**config.mk**
```make
export PLATFORM = sky130hd
export DESIGN_NAME = link_rate_shaper_fifo_flat
export DESIGN_NICKNAME = d
export VERILOG_FILES = /design/src/lrsf_pkg.sv /design/src/lrsf_in_if.sv /design/src/lrsf_out_if.sv /design/src/lrsf_ram.sv /design/src/link_rate_shaper_fifo.sv /design/src/flat_wrapper.sv
export SDC_FILE = /design/constraint.sdc
export NUM_CORES = 2
export LEC_CHECK = 0
export ABC_AREA = 0
export BUFFER_PORTS_ARGS = -buffer_cell sky130_fd_sc_hd__buf_2
export CORE_ASPECT_RATIO = 0.9
export CORE_UTILIZATION = 40
export CTS_BUF_LIST = sky130_fd_sc_hd__clkbuf_8
export CTS_CLUSTER_DIAMETER = 50
export DETAILED_ROUTE_END_ITERATION = 8
export MAX_ROUTING_LAYER = met4
export PLACE_DENSITY = 0.55
export SLEW_MARGIN = 0
export SYNTH_ARGS = -nofsm -noshare
export SYNTH_HDL_FRONTEND = slang
export SYNTH_SLANG_ARGS = --single-unit
```
**constraint.sdc**
```tcl
create_clock -name clk_i -period 8.2 [get_ports clk_i]
set_clock_uncertainty 0.05 [all_clocks]
set_input_delay 0.82 -clock clk_i [delete_from_list [all_inputs] [get_ports clk_i]]
set_output_delay 0.82 -clock clk_i [all_outputs]
set_load 0.03 [all_outputs]
```
**src/lrsf_pkg.sv**
```systemverilog
`default_nettype none

package lrsf_pkg;

  localparam int QUEUE_DEPTH_DEF = 32;
  localparam int MAX_RESULTS     = 32;

  localparam int ID_W       = 16;
  localparam int BYTES_W    = 16;
  localparam int TIME_W     = 48;
  localparam int CAP_W      = 24;
  localparam int QLIM_W     = 6;
  localparam int BPM_W      = CAP_W - 3;
  localparam int ERR_W      = 32;
  localparam int NUM_W      = ERR_W + 2;
  localparam int DIV_W      = NUM_W - 1;
  localparam int DCNT_W     = $clog2(DIV_W + 1);
  localparam int PROD_W     = DIV_W + 10;
  localparam int CNT_W      = $clog2(MAX_RESULTS + 1);
  localparam int CFG_IDX_W  = 2;
  localparam int CFG_DATA_W = CAP_W;

  localparam logic ACT_ENQUEUE = 1'b0;
  localparam logic ACT_TICK    = 1'b1;

  localparam logic [CFG_IDX_W-1:0] REG_CAPACITY = CFG_IDX_W'(0);
  localparam logic [CFG_IDX_W-1:0] REG_QLIMIT   = CFG_IDX_W'(1);

  typedef enum logic [1:0] {
    KIND_ACCEPT  = 2'd0,
    KIND_DROP    = 2'd1,
    KIND_RELEASE = 2'd2
  } kind_e;

endpackage

`default_nettype wire

```
**src/lrsf_in_if.sv**
```systemverilog
`default_nettype none

interface lrsf_in_if;
  logic                       valid;
  logic                       ready;
  logic                       action;
  logic [lrsf_pkg::ID_W-1:0]    pkt_id;
  logic [lrsf_pkg::BYTES_W-1:0] packet_bytes;
  logic [lrsf_pkg::TIME_W-1:0]  time_us;

  modport source (output valid, action, pkt_id, packet_bytes, time_us, input ready);
  modport sink   (input valid, action, pkt_id, packet_bytes, time_us, output ready);
endinterface

`default_nettype wire

```
**src/lrsf_out_if.sv**
```systemverilog
`default_nettype none

interface lrsf_out_if;
  logic                        valid;
  logic                        ready;
  logic [1:0]                  kind;
  logic [lrsf_pkg::ID_W-1:0]   out_id;
  logic [lrsf_pkg::TIME_W-1:0] arrival_us;
  logic                        last;

  modport source (output valid, kind, out_id, arrival_us, last, input ready);
  modport sink   (input valid, kind, out_id, arrival_us, last, output ready);
endinterface

`default_nettype wire

```
**src/lrsf_ram.sv**
```systemverilog
`default_nettype none

module lrsf_ram #(
  parameter int WIDTH = 64,
  parameter int DEPTH = 32
) (
  input  wire logic                     clk_i,
  input  wire logic                     we_i,
  input  wire logic [$clog2(DEPTH)-1:0] waddr_i,
  input  wire logic [WIDTH-1:0]         wdata_i,
  input  wire logic                     re_i,
  input  wire logic [$clog2(DEPTH)-1:0] raddr_i,
  output logic      [WIDTH-1:0]         rdata_o
);

  logic [WIDTH-1:0] mem_q [DEPTH];

  always_ff @(posedge clk_i) begin
    if (we_i) begin
      mem_q[waddr_i] <= wdata_i;
    end
    if (re_i) begin
      rdata_o <= mem_q[raddr_i];
    end
  end

endmodule

`default_nettype wire

```
**src/link_rate_shaper_fifo.sv**
```systemverilog
// Enqueue: an accepted item goes through 33 divider steps, one multiply and one add; the
// result is registered once the output is free. A zero-delay enqueue skips the divider, a
// drop skips all three. Tick: each queue entry examined takes one registered memory read
// and one compare; a tick stops at the first entry not yet due or at the result limit.
// Reset is asynchronous and clears pointers, occupancy, carried error and both registers;
// the queue memory is not cleared, as only occupied entries are read.
`default_nettype none

module link_rate_shaper_fifo #(
  parameter int QUEUE_DEPTH = lrsf_pkg::QUEUE_DEPTH_DEF
) (
  input  wire logic                              clk_i,
  input  wire logic                              rst_ni,
  lrsf_in_if.sink                                item_i,
  lrsf_out_if.source                             result_o,
  input  wire logic                              cfg_we_i,
  input  wire logic [lrsf_pkg::CFG_IDX_W-1:0]    cfg_index_i,
  input  wire logic [lrsf_pkg::CFG_DATA_W-1:0]   cfg_data_i
);

  import lrsf_pkg::*;

  localparam int PTR_W = $clog2(QUEUE_DEPTH);
  localparam int OCC_W = $clog2(QUEUE_DEPTH + 1);
  localparam int CMP_W = (OCC_W > QLIM_W) ? OCC_W : QLIM_W;
  localparam int ENT_W = ID_W + TIME_W;

  typedef enum logic [2:0] {
    ST_IDLE,
    ST_DIV,
    ST_MUL,
    ST_ADD,
    ST_DROP,
    ST_TRD,
    ST_TCHK,
    ST_TFIN
  } state_e;

  state_e              state_q, state_d;
  logic [CAP_W-1:0]    cap_q, cap_d;
  logic [QLIM_W-1:0]   lim_q, lim_d;
  logic [PTR_W-1:0]    head_q, head_d, tail_q, tail_d;
  logic [OCC_W-1:0]    occ_q, occ_d;
  logic [ERR_W-1:0]    err_q, err_d;
  logic [TIME_W-1:0]   tail_exit_q, tail_exit_d;
  logic [ID_W-1:0]     id_q, id_d;
  logic [TIME_W-1:0]   time_q, time_d;
  logic [DIV_W-1:0]    dvd_q, dvd_d;
  logic [BPM_W-1:0]    rem_q, rem_d;
  logic [DCNT_W-1:0]   dcnt_q, dcnt_d;
  logic [PROD_W-1:0]   prod_q, prod_d;
  logic [CNT_W-1:0]    n_q, n_d;
  logic                pend_valid_q, pend_valid_d;
  logic [ID_W-1:0]     pend_id_q, pend_id_d;
  logic [TIME_W-1:0]   pend_time_q, pend_time_d;
  logic                out_valid_q, out_valid_d;
  kind_e               out_kind_q, out_kind_d;
  logic [ID_W-1:0]     out_id_q, out_id_d;
  logic [TIME_W-1:0]   out_arr_q, out_arr_d;
  logic                out_last_q, out_last_d;

  logic [BPM_W-1:0]    bpm, half;
  logic [NUM_W-1:0]    num;
  logic                num_pos;
  logic [ERR_W-1:0]    sum_be;
  logic                full;
  logic [BPM_W:0]      shifted, sub;
  logic                ge;
  logic [BPM_W-1:0]    rem_next;
  logic [PROD_W-1:0]   prod;
  logic [TIME_W-1:0]   start;
  logic [TIME_W:0]     sum;
  logic [TIME_W-1:0]   exit_us;
  logic                due, out_free;
  logic [PTR_W-1:0]    tail_nxt, head_nxt;
  logic                ram_we, ram_re;
  logic [ENT_W-1:0]    ram_rdata;

  lrsf_ram #(
    .WIDTH(ENT_W),
    .DEPTH(QUEUE_DEPTH)
  ) u_ram (
    .clk_i   (clk_i),
    .we_i    (ram_we),
    .waddr_i (tail_q),
    .wdata_i ({id_q, exit_us}),
    .re_i    (ram_re),
    .raddr_i (head_q),
    .rdata_o (ram_rdata)
  );

  assign item_i.ready        = (state_q == ST_IDLE);
  assign result_o.valid      = out_valid_q;
  assign result_o.kind       = out_kind_q;
  assign result_o.out_id     = out_id_q;
  assign result_o.arrival_us = out_arr_q;
  assign result_o.last       = out_last_q;

  always_comb begin
    bpm     = cap_q[CAP_W-1:3];
    half    = {1'b0, bpm[BPM_W-1:1]};
    num     = NUM_W'(item_i.packet_bytes) + {{(NUM_W-ERR_W){err_q[ERR_W-1]}}, err_q}
              + NUM_W'(half);
    num_pos = !num[NUM_W-1] && (num != '0);
    sum_be  = ERR_W'(item_i.packet_bytes) + err_q;
    full    = (occ_q >= OCC_W'(QUEUE_DEPTH))
              || ((lim_q != '0) && (CMP_W'(occ_q) >= CMP_W'(lim_q)));

    shifted  = {rem_q, dvd_q[DIV_W-1]};
    sub      = shifted - {1'b0, bpm};
    ge       = (shifted >= {1'b0, bpm});
    rem_next = ge ? sub[BPM_W-1:0] : shifted[BPM_W-1:0];

    prod = {dvd_q, 10'd0} - PROD_W'({dvd_q, 4'd0}) - PROD_W'({dvd_q, 3'd0});

    start   = ((occ_q != '0) && (tail_exit_q > time_q)) ? tail_exit_q : time_q;
    sum     = {1'b0, start} + (TIME_W + 1)'(prod_q);
    exit_us = sum[TIME_W] ? '1 : sum[TIME_W-1:0];

    due      = (occ_q != '0) && (time_q >= ram_rdata[TIME_W-1:0]);
    out_free = !out_valid_q || result_o.ready;
    tail_nxt = (tail_q == PTR_W'(QUEUE_DEPTH - 1)) ? '0 : tail_q + PTR_W'(1);
    head_nxt = (head_q == PTR_W'(QUEUE_DEPTH - 1)) ? '0 : head_q + PTR_W'(1);
  end

  always_comb begin
    state_d      = state_q;
    cap_d        = cap_q;
    lim_d        = lim_q;
    head_d       = head_q;
    tail_d       = tail_q;
    occ_d        = occ_q;
    err_d        = err_q;
    tail_exit_d  = tail_exit_q;
    id_d         = id_q;
    time_d       = time_q;
    dvd_d        = dvd_q;
    rem_d        = rem_q;
    dcnt_d       = dcnt_q;
    prod_d       = prod_q;
    n_d          = n_q;
    pend_valid_d = pend_valid_q;
    pend_id_d    = pend_id_q;
    pend_time_d  = pend_time_q;
    out_valid_d  = out_valid_q && !result_o.ready;
    out_kind_d   = out_kind_q;
    out_id_d     = out_id_q;
    out_arr_d    = out_arr_q;
    out_last_d   = out_last_q;
    ram_we       = 1'b0;
    ram_re       = 1'b0;

    if (cfg_we_i) begin
      case (cfg_index_i)
        REG_CAPACITY: cap_d = cfg_data_i[CAP_W-1:0];
        REG_QLIMIT:   lim_d = cfg_data_i[QLIM_W-1:0];
        default: ;
      endcase
    end

    case (state_q)
      ST_IDLE: begin
        if (item_i.valid) begin
          id_d   = item_i.pkt_id;
          time_d = item_i.time_us;
          if (item_i.action == ACT_TICK) begin
            n_d     = '0;
            state_d = ST_TRD;
          end else if (full) begin
            state_d = ST_DROP;
          end else if (bpm == '0) begin
            dvd_d   = '0;
            state_d = ST_MUL;
          end else if (!num_pos) begin
            dvd_d   = '0;
            err_d   = sum_be;
            state_d = ST_MUL;
          end else begin
            dvd_d   = num[DIV_W-1:0];
            rem_d   = '0;
            dcnt_d  = DCNT_W'(DIV_W);
            state_d = ST_DIV;
          end
        end
      end
      ST_DIV: begin
        dvd_d  = {dvd_q[DIV_W-2:0], ge};
        rem_d  = rem_next;
        dcnt_d = dcnt_q - DCNT_W'(1);
        if (dcnt_q == DCNT_W'(1)) begin
          err_d   = ERR_W'(rem_next) - ERR_W'(half);
          state_d = ST_MUL;
        end
      end
      ST_MUL: begin
        prod_d  = prod;
        state_d = ST_ADD;
      end
      ST_ADD: begin
        if (out_free) begin
          ram_we      = 1'b1;
          tail_d      = tail_nxt;
          occ_d       = occ_q + OCC_W'(1);
          tail_exit_d = exit_us;
          out_valid_d = 1'b1;
          out_kind_d  = KIND_ACCEPT;
          out_id_d    = id_q;
          out_arr_d   = exit_us;
          out_last_d  = 1'b1;
          state_d     = ST_IDLE;
        end
      end
      ST_DROP: begin
        if (out_free) begin
          out_valid_d = 1'b1;
          out_kind_d  = KIND_DROP;
          out_id_d    = id_q;
          out_arr_d   = '0;
          out_last_d  = 1'b1;
          state_d     = ST_IDLE;
        end
      end
      ST_TRD: begin
        ram_re  = 1'b1;
        state_d = ST_TCHK;
      end
      ST_TCHK: begin
        if (!due) begin
          if (!pend_valid_q) begin
            state_d = ST_IDLE;
          end else if (out_free) begin
            out_valid_d  = 1'b1;
            out_kind_d   = KIND_RELEASE;
            out_id_d     = pend_id_q;
            out_arr_d    = pend_time_q;
            out_last_d   = 1'b1;
            pend_valid_d = 1'b0;
            state_d      = ST_IDLE;
          end
        end else if (!pend_valid_q || out_free) begin
          if (pend_valid_q) begin
            out_valid_d = 1'b1;
            out_kind_d  = KIND_RELEASE;
            out_id_d    = pend_id_q;
            out_arr_d   = pend_time_q;
            out_last_d  = 1'b0;
          end
          pend_valid_d = 1'b1;
          pend_id_d    = ram_rdata[ENT_W-1:TIME_W];
          pend_time_d  = ram_rdata[TIME_W-1:0];
          head_d       = head_nxt;
          occ_d        = occ_q - OCC_W'(1);
          n_d          = n_q + CNT_W'(1);
          state_d      = (n_q == CNT_W'(MAX_RESULTS - 1)) ? ST_TFIN : ST_TRD;
        end
      end
      ST_TFIN: begin
        if (out_free) begin
          out_valid_d  = 1'b1;
          out_kind_d   = KIND_RELEASE;
          out_id_d     = pend_id_q;
          out_arr_d    = pend_time_q;
          out_last_d   = 1'b1;
          pend_valid_d = 1'b0;
          state_d      = ST_IDLE;
        end
      end
      default: begin
        state_d = ST_IDLE;
      end
    endcase
  end

  always_ff @(posedge clk_i or negedge rst_ni) begin
    if (!rst_ni) begin
      state_q      <= ST_IDLE;
      cap_q        <= '0;
      lim_q        <= '0;
      head_q       <= '0;
      tail_q       <= '0;
      occ_q        <= '0;
      err_q        <= '0;
      n_q          <= '0;
      dcnt_q       <= '0;
      pend_valid_q <= 1'b0;
      out_valid_q  <= 1'b0;
    end else begin
      state_q      <= state_d;
      cap_q        <= cap_d;
      lim_q        <= lim_d;
      head_q       <= head_d;
      tail_q       <= tail_d;
      occ_q        <= occ_d;
      err_q        <= err_d;
      n_q          <= n_d;
      dcnt_q       <= dcnt_d;
      pend_valid_q <= pend_valid_d;
      out_valid_q  <= out_valid_d;
    end
  end

  always_ff @(posedge clk_i) begin
    tail_exit_q <= tail_exit_d;
    id_q        <= id_d;
    time_q      <= time_d;
    dvd_q       <= dvd_d;
    rem_q       <= rem_d;
    prod_q      <= prod_d;
    pend_id_q   <= pend_id_d;
    pend_time_q <= pend_time_d;
    out_kind_q  <= out_kind_d;
    out_id_q    <= out_id_d;
    out_arr_q   <= out_arr_d;
    out_last_q  <= out_last_d;
  end

  a_occ_bound: assert property (@(posedge clk_i) disable iff (!rst_ni)
    occ_q <= OCC_W'(QUEUE_DEPTH))
    else $error("Occupancy exceeds the queue depth.");

  a_release_bound: assert property (@(posedge clk_i) disable iff (!rst_ni)
    n_q <= CNT_W'(MAX_RESULTS))
    else $error("Tick released more items than allowed.");

  a_push_from_add: assert property (@(posedge clk_i) disable iff (!rst_ni)
    occ_q > $past(occ_q) |-> $past(state_q) == ST_ADD)
    else $error("Occupancy grew outside the enqueue commit.");

  a_pend_in_tick: assert property (@(posedge clk_i) disable iff (!rst_ni)
    pend_valid_q |-> (state_q == ST_TRD || state_q == ST_TCHK || state_q == ST_TFIN))
    else $error("Pending release held outside a tick.");

  a_drop_zero: assert property (@(posedge clk_i) disable iff (!rst_ni)
    (out_valid_q && out_kind_q == KIND_DROP) |-> (out_arr_q == '0 && out_last_q))
    else $error("Dropped item carries an arrival time.");

endmodule

`default_nettype wire
```
**src/flat_wrapper.sv**
```systemverilog
// flat-port wrapper written by rule: the top's interface ports become plain ports
module link_rate_shaper_fifo_flat import lrsf_pkg::*;
#(
  parameter int QUEUE_DEPTH = lrsf_pkg::QUEUE_DEPTH_DEF
)
  (clk_i, rst_ni, cfg_we_i, cfg_index_i, cfg_data_i, item_i_valid, item_i_action, item_i_pkt_id, item_i_packet_bytes, item_i_time_us, item_i_ready, result_o_valid, result_o_kind, result_o_out_id, result_o_arrival_us, result_o_last, result_o_ready);
  lrsf_in_if item_i_i ();
  lrsf_out_if result_o_i ();
  input  wire logic clk_i;
  input  wire logic rst_ni;
  input  wire logic cfg_we_i;
  input  wire logic [lrsf_pkg::CFG_IDX_W-1:0] cfg_index_i;
  input  wire logic [lrsf_pkg::CFG_DATA_W-1:0] cfg_data_i;
  input wire logic [$bits(item_i_i.valid)-1:0] item_i_valid;
  input wire logic [$bits(item_i_i.action)-1:0] item_i_action;
  input wire logic [$bits(item_i_i.pkt_id)-1:0] item_i_pkt_id;
  input wire logic [$bits(item_i_i.packet_bytes)-1:0] item_i_packet_bytes;
  input wire logic [$bits(item_i_i.time_us)-1:0] item_i_time_us;
  output wire logic [$bits(item_i_i.ready)-1:0] item_i_ready;
  output wire logic [$bits(result_o_i.valid)-1:0] result_o_valid;
  output wire logic [$bits(result_o_i.kind)-1:0] result_o_kind;
  output wire logic [$bits(result_o_i.out_id)-1:0] result_o_out_id;
  output wire logic [$bits(result_o_i.arrival_us)-1:0] result_o_arrival_us;
  output wire logic [$bits(result_o_i.last)-1:0] result_o_last;
  input wire logic [$bits(result_o_i.ready)-1:0] result_o_ready;
  assign item_i_i.valid = item_i_valid;
  assign item_i_i.action = item_i_action;
  assign item_i_i.pkt_id = item_i_pkt_id;
  assign item_i_i.packet_bytes = item_i_packet_bytes;
  assign item_i_i.time_us = item_i_time_us;
  assign item_i_ready = item_i_i.ready;
  assign result_o_valid = result_o_i.valid;
  assign result_o_kind = result_o_i.kind;
  assign result_o_out_id = result_o_i.out_id;
  assign result_o_arrival_us = result_o_i.arrival_us;
  assign result_o_last = result_o_i.last;
  assign result_o_i.ready = result_o_ready;
  link_rate_shaper_fifo #(.QUEUE_DEPTH(QUEUE_DEPTH)) u_core (.clk_i(clk_i), .rst_ni(rst_ni), .item_i(item_i_i), .result_o(result_o_i), .cfg_we_i(cfg_we_i), .cfg_index_i(cfg_index_i), .cfg_data_i(cfg_data_i));
endmodule
```
==> metrics.md <==
| Metric | Value |
|---|---|
| Worst Hold Margin | `0.05851 ns` |
| Setup Viol. Count Final | `0` |
| Gr usage total | `0.2392` |
| Synth Flop Type | `edfxtp_1` |
| Final count of hold timing violations | `0` |
| Area grow syn2layout | `13.64%` |
| Hold Path Depth | `1` |
| Yosys reg bits | `2541` |
| Mapped Nets | `6453` |
| Worst-path maximum fanout | `33` |
| Antenna violations before repair | `30` |
| Die area | `274700 µm²` |
| Final slew viol count | `0` |
| Post-Synthesis Cells | `6028` |
| DRC viols | `0` |
| Leading area contributor after synthesis | `edfxtp_1` |
| GP Congestion | `0.9235` |
| Max Cap Viol | `0` |
| Worst Hold End | `u_core.time_q[32]` |
| DRT Pass-1 Iters | `6` |
| CP max stage delay | `0.70 ns` |
| Mapped Avg Cell Area | `18.09 µm²` |
| # IOs | `181` |
| CTS Root Cell | `clkbuf_8` |
| Crit path from | `u_core.tail_exit_q[9]` |
| Starting DRT DRC Count | `7831` |
| Placed instance count | `9709` |
| Final #Nets | `7053` |
| Largest net degree at the start of global routing | `157` |
| Crit end category | `flip-flop` |
| Via count | `61.18k` |
| Crit path required time | `8.88 ns` |
| Top cell type's share of synthesized area | `0.6744` |
| Post-synthesis sequential area ratio | `0.6956` |
| Worst R2R End | `u_core.u_ram.mem_q[21][2]` |
| CP max-delay cell | `a2111oi_0` |
| Maximum VDD drop | `0.0003883 V` |
| First-pass GRT wire length | `455.7 mm` |
| Port Buffers | `180` |
| Grt ovf | `0` |
| Cell with the most instances after synthesis | `edfxtp_1` |
| R2r startpoint | `u_core.tail_exit_q[9]` |
| Clk slew on worst S/H paths | `0.07 ns` |
| WL per Instance | `30.65 µm` |
| RSZ-0062 raised after global routing | `false` |
| F_max | `127.7 MHz` |
| Hold Crit Start | `item_i_time_us[32]` |
| Post-route ant nets | `0` |
| Period utilization | `0.9552` |
| Power Dens Cells | `476.4 nW/µm²` |
| Static Leak | `41.82 nW` |
| Worst setup SP type | `flip-flop` |
| Synth cell count leaders | `2449 x edfxtp_1, 640 x mux4_2, 327 x nand2_1` |
| CTS tree | `done` |
| Total Power | `0.05904 W` |
| Min cycle time layout | `7.833 ns` |
| Status | `completed` |
| Worst Tran Pin Value | `1.183 ns` |
| HPWL after DPL | `190.4 mm` |
| Core Area | `270600 µm²` |
| Filler Cells Inserted | `23.23k` |
| Util after Layout | `0.4579` |
| Final Non-Filler Cells | `10.52k` |
| Synth top area cells | `edfxtp_1 67%, mux4_2 13%, ha_1 3.2%, dfrtp_1 2.1%, nand2_1 1.1%` |
| Slew headroom | `0.2113` |
| Number of flops mapped to enable cells by yosys | `2449` |
| R2R depth | `29` |
| TNS Setup | `0 ns` |
| R2r setup slk | `0.37 ns` |
| Row count | `181` |
| Initial Utilization | `0.4029` |
| Vias in the first global route | `60.84k` |
| Post-synth ARST share | `0.03621` |
| Yosys Warn Count | `0` |
| Die Y | `497.3 µm` |
| Share of post-route cells with drive strength above 1 | `0.2503` |
| Vias per cell | `5.813` |
| Critical path class | `reg -> reg` |
| CTS Buf Count | `417` |
| Distinct cells, synth | `90` |
| Critical path arrival | `8.52 ns` |
| CTS Sinks | `2541` |
| H-tree lvl count | `5` |
| Routed wire length | `322.5 mm` |
| Clock latency at the later pin of the worst-skew pair | `1.03 ns` |
| Hold Crit Class | `in -> reg` |
| CTS max path bufs | `4` |
| Synthesized area | `109000 µm²` |
| Die X-Extent | `552.4 µm` |
-- kinds of logic (layout without fill, tap and decap cells) --
| group | count (synthesis) | count (layout) | share of synthesized area |
|---|---|---|---|
| XOR/XNOR | 170 | 170 | 0.01372 |
| AO/OA/AOI/OAI | 861 | 861 | 0.05115 |
| adder cells (fa/ha/maj) | 313 | 313 | 0.03812 |
| AND/OR/NAND/NOR | 896 | 896 | 0.03928 |
| other | 0 | 12 | 0 |
| flip-flops | 2541 | 2541 | 0.6956 |
| multiplexers | 761 | 761 | 0.1452 |
| buffers and inverters | 486 | 1402 | 0.01695 |
-- worst max-delay path, delay by kind of cell (launching register included) --
family / cells / cell delay [ns]
AOI/OAI and AO/OA: 14 / 3.74
adders and majority gates: 2 / 0.71
DFF: 1 / 0.43
buffers and inverters: 4 / 1.14
and+or+nand+nor: 9 / 1.39
-- flip-flops by register name, summed over array words and instances, names as in the netlist, 3 cells and up --
| register | cells |
|---|---|
| u_core.prod_q | 40 |
| u_core.rem_q | 21 |
| u_core.tail_q | 5 |
| u_core.n_q | 6 |
| u_core.dcnt_q | 6 |
| u_core.pend_id_q | 16 |
| u_core.u_ram.mem_q | 2048 |
| u_core.tail_exit_q | 48 |
| u_core.result_o.out_id | 16 |
| u_core.pend_time_q | 48 |
| u_core.result_o.arrival_us | 48 |
| u_core.cap_q | 21 |
| u_core.time_q | 48 |
| u_core.lim_q | 6 |
| u_core.dvd_q | 33 |
| u_core.err_q | 32 |
| u_core.u_ram.rdata_o | 64 |
| u_core.head_q | 5 |
| u_core.occ_q | 6 |
| u_core.state_q | 3 |
| u_core.id_q | 16 |
-- cells in the final DEF, fill, tap and decap left out, types with 26 or more instances in the layout --
cell | Yosys | routed
o21ai_0 | 215 | 210
xnor2_1 | 116 | 116
dlygate4sd3_1 | 0 | 68
nand3_1 | 52 | 52
edfxtp_1 | 2449 | 2449
clkbuf_8 | 0 | 423
mux4_2 | 640 | 640
nand2b_1 | 33 | 33
nor2_4 | 0 | 33
dfrtp_1 | 92 | 87
o21a_1 | 34 | 34
buf_12 | 0 | 35
xor2_1 | 53 | 53
nand2_1 | 327 | 325
a21o_1 | 109 | 109
clkinv_1 | 1 | 102
buf_4 | 1 | 151
buf_2 | 4 | 179
clkinv_2 | 0 | 49
fa_1 | 32 | 32
ha_1 | 281 | 281
nor3_1 | 64 | 61
o22ai_1 | 27 | 27
nor2_1 | 181 | 149
and3_1 | 26 | 26
nor2b_1 | 33 | 32
and2_1 | 37 | 34
mux2_2 | 87 | 87
nand4_1 | 40 | 40
a21oi_1 | 204 | 201
inv_1 | 232 | 349
-- routing by layer --
metal,vias to the layer above,wire length (µm),track usage
met5,-,0,-
met4,0,6362,0.05149
met3,450,25840,0.04465
met2,2534,143300,0.3469
met1,32580,147000,0.3512
li1,25620,-,-
-- cell type report --
cell class,count,area [µm²],area share
Antenna cell,12,30.03,0.0002423
Clock inverter,312,1684,0.01359
Sequential cell,2541,75860,0.6122
Clock buffer,423,5822,0.04698
Timing Repair Buffer,433,3411,0.02753
Inverter,234,880.8,0.007109
Multi-Input combinational cell,3001,31760,0.2563
Tap cell,3568,4464,0.03603
-- worst max path at each step --
| stage | endpoint | slack (ns) | cells past startpoint |
|---|---|---|---|
| 2_1_floorplan | u_core.tail_exit_q[47] | 0.05 | 25 |
| 6_report | u_core.u_ram.mem_q[21][2] | 0.37 | 29 |
| 4_1_cts | u_core.u_ram.mem_q[23][2] | 0.16 | 29 |
| 3_5_place_dp | u_core.u_ram.mem_q[22][2] | 0.27 | 30 |
| 3_3_place_gp | u_core.u_ram.mem_q[18][2] | 0.23 | 29 |
| 5_1_grt | u_core.u_ram.mem_q[12][45] | 0.02 | 30 |
-- per-stage QoR --
stage / setup slack (ns) / area (µm²)
2_1_floorplan: 0.04884 / 109000
3_3_place_gp: 0.2284 / 115700
3_5_place_dp: 0.2668 / 115700
4_1_cts: 0.1608 / 123900
5_1_grt: 0.02168 / 123900
6_report: 0.3673 / 123900
-- power by group --
group	internal [W]	switching, W
combinational	0.00938	0.0162
clock	0.00508	0.00519
sequential	0.0217	0.00149
-- what timing repair did --
action	4_1_cts	5_1_grt
setup buffers	0	0
endpoints found under the setup margin	0	1105
endpoints found under the hold margin	106	0
hold buffers	68	0
gates resized for setup	0	1
Note: power is estimated with default switching activity, not from simulation.
